--- src/design/rti_pkg.sv ---
package rti_pkg;

   localparam int COORD_BITS = 16;
   localparam int EW         = COORD_BITS + 1;       // edges, offsets, direction
   localparam int PW         = 2 * EW + 1;           // cross product terms
   localparam int XW         = EW + PW;              // dot product terms
   localparam int NW         = XW + 2;               // determinant and numerators
   localparam int ENL_BITS   = 17;
   localparam int DMIN_BITS  = 32;
   localparam int KW         = ENL_BITS + 1;
   localparam int CW         = NW + KW + 1;          // scaled bound compares
   localparam int FRAC_OUT   = 16;
   localparam int DIST_BITS  = 31;
   localparam int BARY_BITS  = 19;
   localparam int INT_OUT    = DIST_BITS - FRAC_OUT;
   localparam int DIV_LAT    = DIST_BITS + 1;
   localparam int Q_DEPTH    = 16;
   localparam int REQ_BITS   = 9 * COORD_BITS;
   localparam int RSP_BITS   = ((DIST_BITS + 2 * BARY_BITS + 7) / 8) * 8;
   localparam int CSR_BITS   = 1;

   localparam logic [CSR_BITS-1:0] CSR_ENLARGE = 1'b0;
   localparam logic [CSR_BITS-1:0] CSR_DET_MIN = 1'b1;

   localparam logic ACT_LOAD = 1'b0;
   localparam logic ACT_TEST = 1'b1;

   typedef struct packed {
      logic          hit;
      logic          u_neg;
      logic          v_neg;
      logic [NW-1:0] mu;
      logic [NW-1:0] mv;
      logic [NW-1:0] mt;
      logic [NW-1:0] den;
   } entry_type;

endpackage

--- src/design/rti_fifo.sv ---
module rti_fifo (
   input  logic                clock,
   input  logic                reset,
   input  logic                push,
   input  rti_pkg::entry_type  push_data,
   input  logic                pop,
   output logic                empty,
   output rti_pkg::entry_type  head
);

   localparam int AW = $clog2(rti_pkg::Q_DEPTH);

   rti_pkg::entry_type slot_ff [rti_pkg::Q_DEPTH];
   logic [AW-1:0] wr_ff, wr_in, rd_ff, rd_in;
   logic [AW:0]   cnt_ff, cnt_in;

   always_comb begin
      wr_in  = push ? wr_ff + 1'b1 : wr_ff;
      rd_in  = pop ? rd_ff + 1'b1 : rd_ff;
      cnt_in = cnt_ff + (AW+1)'(push) - (AW+1)'(pop);
   end

   always_ff @(posedge clock) begin
      if (reset) begin
         wr_ff  <= '0;
         rd_ff  <= '0;
         cnt_ff <= '0;
      end else begin
         wr_ff  <= wr_in;
         rd_ff  <= rd_in;
         cnt_ff <= cnt_in;
      end
   end

   always_ff @(posedge clock) begin
      if (push) begin
         slot_ff[wr_ff] <= push_data;
      end
   end

   assign empty = (cnt_ff == '0);
   assign head  = slot_ff[rd_ff];

endmodule

--- config.mk ---
export PLATFORM = sky130hd
export DESIGN_NAME = rti_fifo
export DESIGN_NICKNAME = d
export VERILOG_FILES = /design/src/design/rti_pkg.sv /design/src/design/rti_fifo.sv
export SDC_FILE = /design/constraint.sdc
export NUM_CORES = 2
export LEC_CHECK = 0
export BUFFER_PORTS_ARGS = -buffer_cell sky130_fd_sc_hd__buf_2
export CAP_MARGIN = 25
export CORE_UTILIZATION = 40
export DETAILED_ROUTE_END_ITERATION = 12
export PLACE_DENSITY = 0.65
export SYNTH_ARGS = -nofsm -noshare
export SYNTH_HDL_FRONTEND = slang
export SYNTH_SLANG_ARGS = --single-unit
--- constraint.sdc ---
create_clock -name clock -period 10.23 [get_ports clock]
set_input_delay 1.023 -clock clock [delete_from_list [all_inputs] [get_ports clock]]
set_output_delay 1.023 -clock clock [all_outputs]
set_load 0.01 [all_outputs]
* After elaboration in Yosys (flattened, before gate mapping) *
Memories as Yosys holds them, arrays and structs flattened. A register that Yosys moved wholly into a read port is not among the register bits.
Cells that the tools add are included.

storage, ports and cells
  register bits after elaboration = 13
  memory bits (writable) = 3,504
  input bits = 223
  output and inout bits = 220
  word-level logic and storage cells = 13
  memories kept = 1

memories
  name     words  bits a word  read ports  clocked after Yosys merged registers in  write ports  line            source
  slot_ff  16     219          1           1                                        1            rti_fifo.sv:13  rti_pkg::entry_type slot_ff [rti_pkg::Q_DEPTH];

operators by class
  $add $sub $neg = 4
  muxes and demuxes = 4
  reductions and logical operators = 1

operators with widths
  operator             count
  $add 4x1->4 const B  2
  $mux 4               2
  $add 5x1->5          1
  $logic_not 5->1      1
  $sub 5x1->5          1
  $mux 1               2

* Logic depth before layout (Yosys ltp) *
  depth in word-level cells = 3
  mapped depth = 9
  gate-level depth less buffers = 9

* Worst setup path after synthesis *
No wires, ideal clock.

  path kind = input to register
  start point = input push
  end point = memory slot_ff[0][0] (netlist name), enable pin
  arrival = 6,581 ps
  required time = 9,624 ps
  path slack = 3,043 ps
  cell stages on the path = 3
  buffers on the path = 1
  cells stage by stage = clkbuf_1 nor3b_1 and2_1

between the ends
  longest elaborated chain between the ends = 2

ends and longest elaborated chain
  what                          line            source
  start, declared               rti_fifo.sv:4   input logic push,
  $mux 1                        rti_fifo.sv:36  if (push) begin
  $mux 1 (not written as such)  rti_fifo.sv:37  slot_ff[wr_ff] <= push_data;
  end, declared                 rti_fifo.sv:13

Every way passes these cells.

==> out/metrics.cfg <==
[sta]
hold_violations = 0
finClkSkew_ns = 0.0502
timing.setup.tns_ns = 0
fmax_ghz = 0.164
setup_ws_ns = 4.15
setup_viol = 0
fin_crit_sh = 0.594
drv_slew = 0
holdWs_ns = 0.449
worst_pin_slew_ns = 1.29
rsz0062_at_grt = false
final.min_clock_period_ns = 6.08
relSlewSlack = 0.141

[worst_setup_path]
critPathLaunchType = flop
required_ns = 9.21
crit_path_max_fanout = 52
worst-setup-path-type = flop to output port
critPathArrivalTime_ns = 5.06
end_kind = output port

[logic_synthesis]
yosys_warnings = 0
synth.most_common_cell = edfxtp_1
synth.top_cells.by_count = edfxtp_1 (3,504), mux4_2 (838), a22oi_1 (253)
synth_seq_cells = 3521
ys.flop_type = edfxtp_1
seq_area_frac_synth = 0.801
synth_edf_count = 3504
synth_area_sq_um = 132000
async_flop_share = 0
synth_nets = 5787
yosysUniqueCellTypes = 33
synth_area_leaders = edfxtp_1 (80%), mux4_2 (14%), a22oi_1 (1.4%)
synth_top_cell_by_area = edfxtp_1
avgSynthCellArea_sq_um = 23.7
yosysTopAreaCellShare = 0.798
synthCells = 5552

[floorplan]
die_w_um = 576
io_pins = 443
rows = 210
initial_core_util = 0.402
die_y_um = 576
die_area_sq_um = 332000
core_sq_um = 328000

[placed_design]
place.gp.congestion = 0.715
post-place-ws_ns = 5.00
dp_hpwl_um = 162000
port_buffers = 442

[clocking]
root_buffer = clkbuf_16
numCtsBuffers = 361
clk_pin_slew_worst_paths_ns = 0.07
cts_max_path_buffers = 4
htreeDepth = 5
tritoncts = built
post_cts_buffers = 0
cts_num_sinks = 3521
ctsResizeCount = 0
clk_latency_ns = 0.92
hold_buffers = 0

[final_layout]
multi_input_area_sq_um = 24600
area_growth_pct = 14.3
final_layout_size_suffix_gt1_frac = 0.299
utilization = 0.460
nets = 6399
nFillCells = 26800
seq_area_sq_um = 106000

[grt]
grt-ovfl-total = 0
grt_pass1_wl_um = 458000
grt_max_degree = 139
grt_usage = 0.192
antenna_found_initial = 111
first_global_vias = 63600

[route]
vias = 61300
viasPerCell = 5.65
drc = 0
routed_wirelength_um = 323000
wl_per_cell_um = 29.8
detail-route-antenna-nets = 0
dr.pass1.iters = 5
drt-initial-drc-count = 6207

[min_path]
worstHoldPathType = input pin to flop

[power_and_ir_drop]
p_leak_nw = 46.2
power_density_nw_per_um2 = 205
peakVddDrop_v = 0.000174

[outcome]
status = finished clean

[flow_run]
maxCapViolations = 0

-- placed cells by master, fill, tap and decap left out, types with 71 or more instances in the layout --
cell	Yosys	final
nor2_1	99	97
buf_2	107	442
edfxtp_1	3504	3504
a22oi_1	253	253
clkbuf_1	85	71
clkinv_1	0	82
clkinv_2	0	78
nand2_1	160	159
mux4_2	838	838
mux2i_1	97	97
clkbuf_16	0	365
o22ai_1	166	166
buf_4	54	74
-- metrics by stage --
stage | total power [mW] | cells | area (sq um)
6_report | 30.8 | 10900 | 151000
3_3_place_gp | 18.4 | 10100 | 139000
2_1_floorplan | 17.7 | 5552 | 132000
5_1_grt | 31.8 | 10800 | 151000
3_5_place_dp | 18.5 | 10100 | 139000
4_1_cts | 31.1 | 10800 | 150000
-- per-layer routing --
metal	wire length [um]	vias to the layer above	track usage
met5	485	-	0
met4	7340	80	0.0525
met3	25200	574	0.0437
met2	163000	2183	0.324
met1	127000	33300	0.250
li1	-	25200	-
-- worst paths after layout --
path,startpoint,end,depth (start not counted),slack (ns)
worst min register to register,rd_ff[3]$_SDFFE_PP0P_,rd_ff[3]$_SDFFE_PP0P_,2,0.57
worst max-delay path,flop,head[92],7,4.15
worst min-delay path,push_data[57],slot_ff[7][57]$_DFFE_PP_,1,0.45
worst max register to register,wr_ff[2]$_SDFFE_PP0P_,slot_ff[14][65]$_DFFE_PP_,4,6.66
-- flip-flops by register name (all words and copies together), names as in the netlist, named ones only --
signal   count
wr_ff        4
rd_ff        4
slot_ff   3504
cnt_ff       5
-- logic make-up after synthesis --
family | Yosys count | share of synthesized area
XOR/XNOR | 9 | 0.000598
multiplexers | 935 | 0.151
AO/OA/AOI/OAI | 443 | 0.0232
buffers and inverters | 308 | 0.0132
AND/OR/NAND/NOR | 324 | 0.0105
flip-flops | 3521 | 0.801
adder cells (fa/ha/maj) | 12 | 0.00120
-- critical path: stages, from the launching register on --
cell,delay (ns)
dfxtp_4,0.90
buf_4,0.72
buf_4,0.72
buf_4,0.72
mux4_2,0.40
a22oi_1,0.24
nand2_1,0.11
buf_2,0.15
-- report_power, final --
group	leakage, nW	total [mW]	switching (mW)	internal (mW)
Clock	5.58	12.7	5.53	7.14
Combinational	8.86	2.04	1.19	0.845
Sequential	31.8	16.1	0.0623	16.1
-- area by class of cell --
type	count	share of cell area
Clock buffer	437	0.0625
Timing Repair Buffer	549	0.0228
Multi-Input combinational cell	1723	0.164
Clock inverter	224	0.0132
Tap cell	4346	0.0361
Sequential cell	3521	0.701
Antenna cell	44	0.000731
Inverter	8	0.000199
Power figures use the tool's default switching activity.
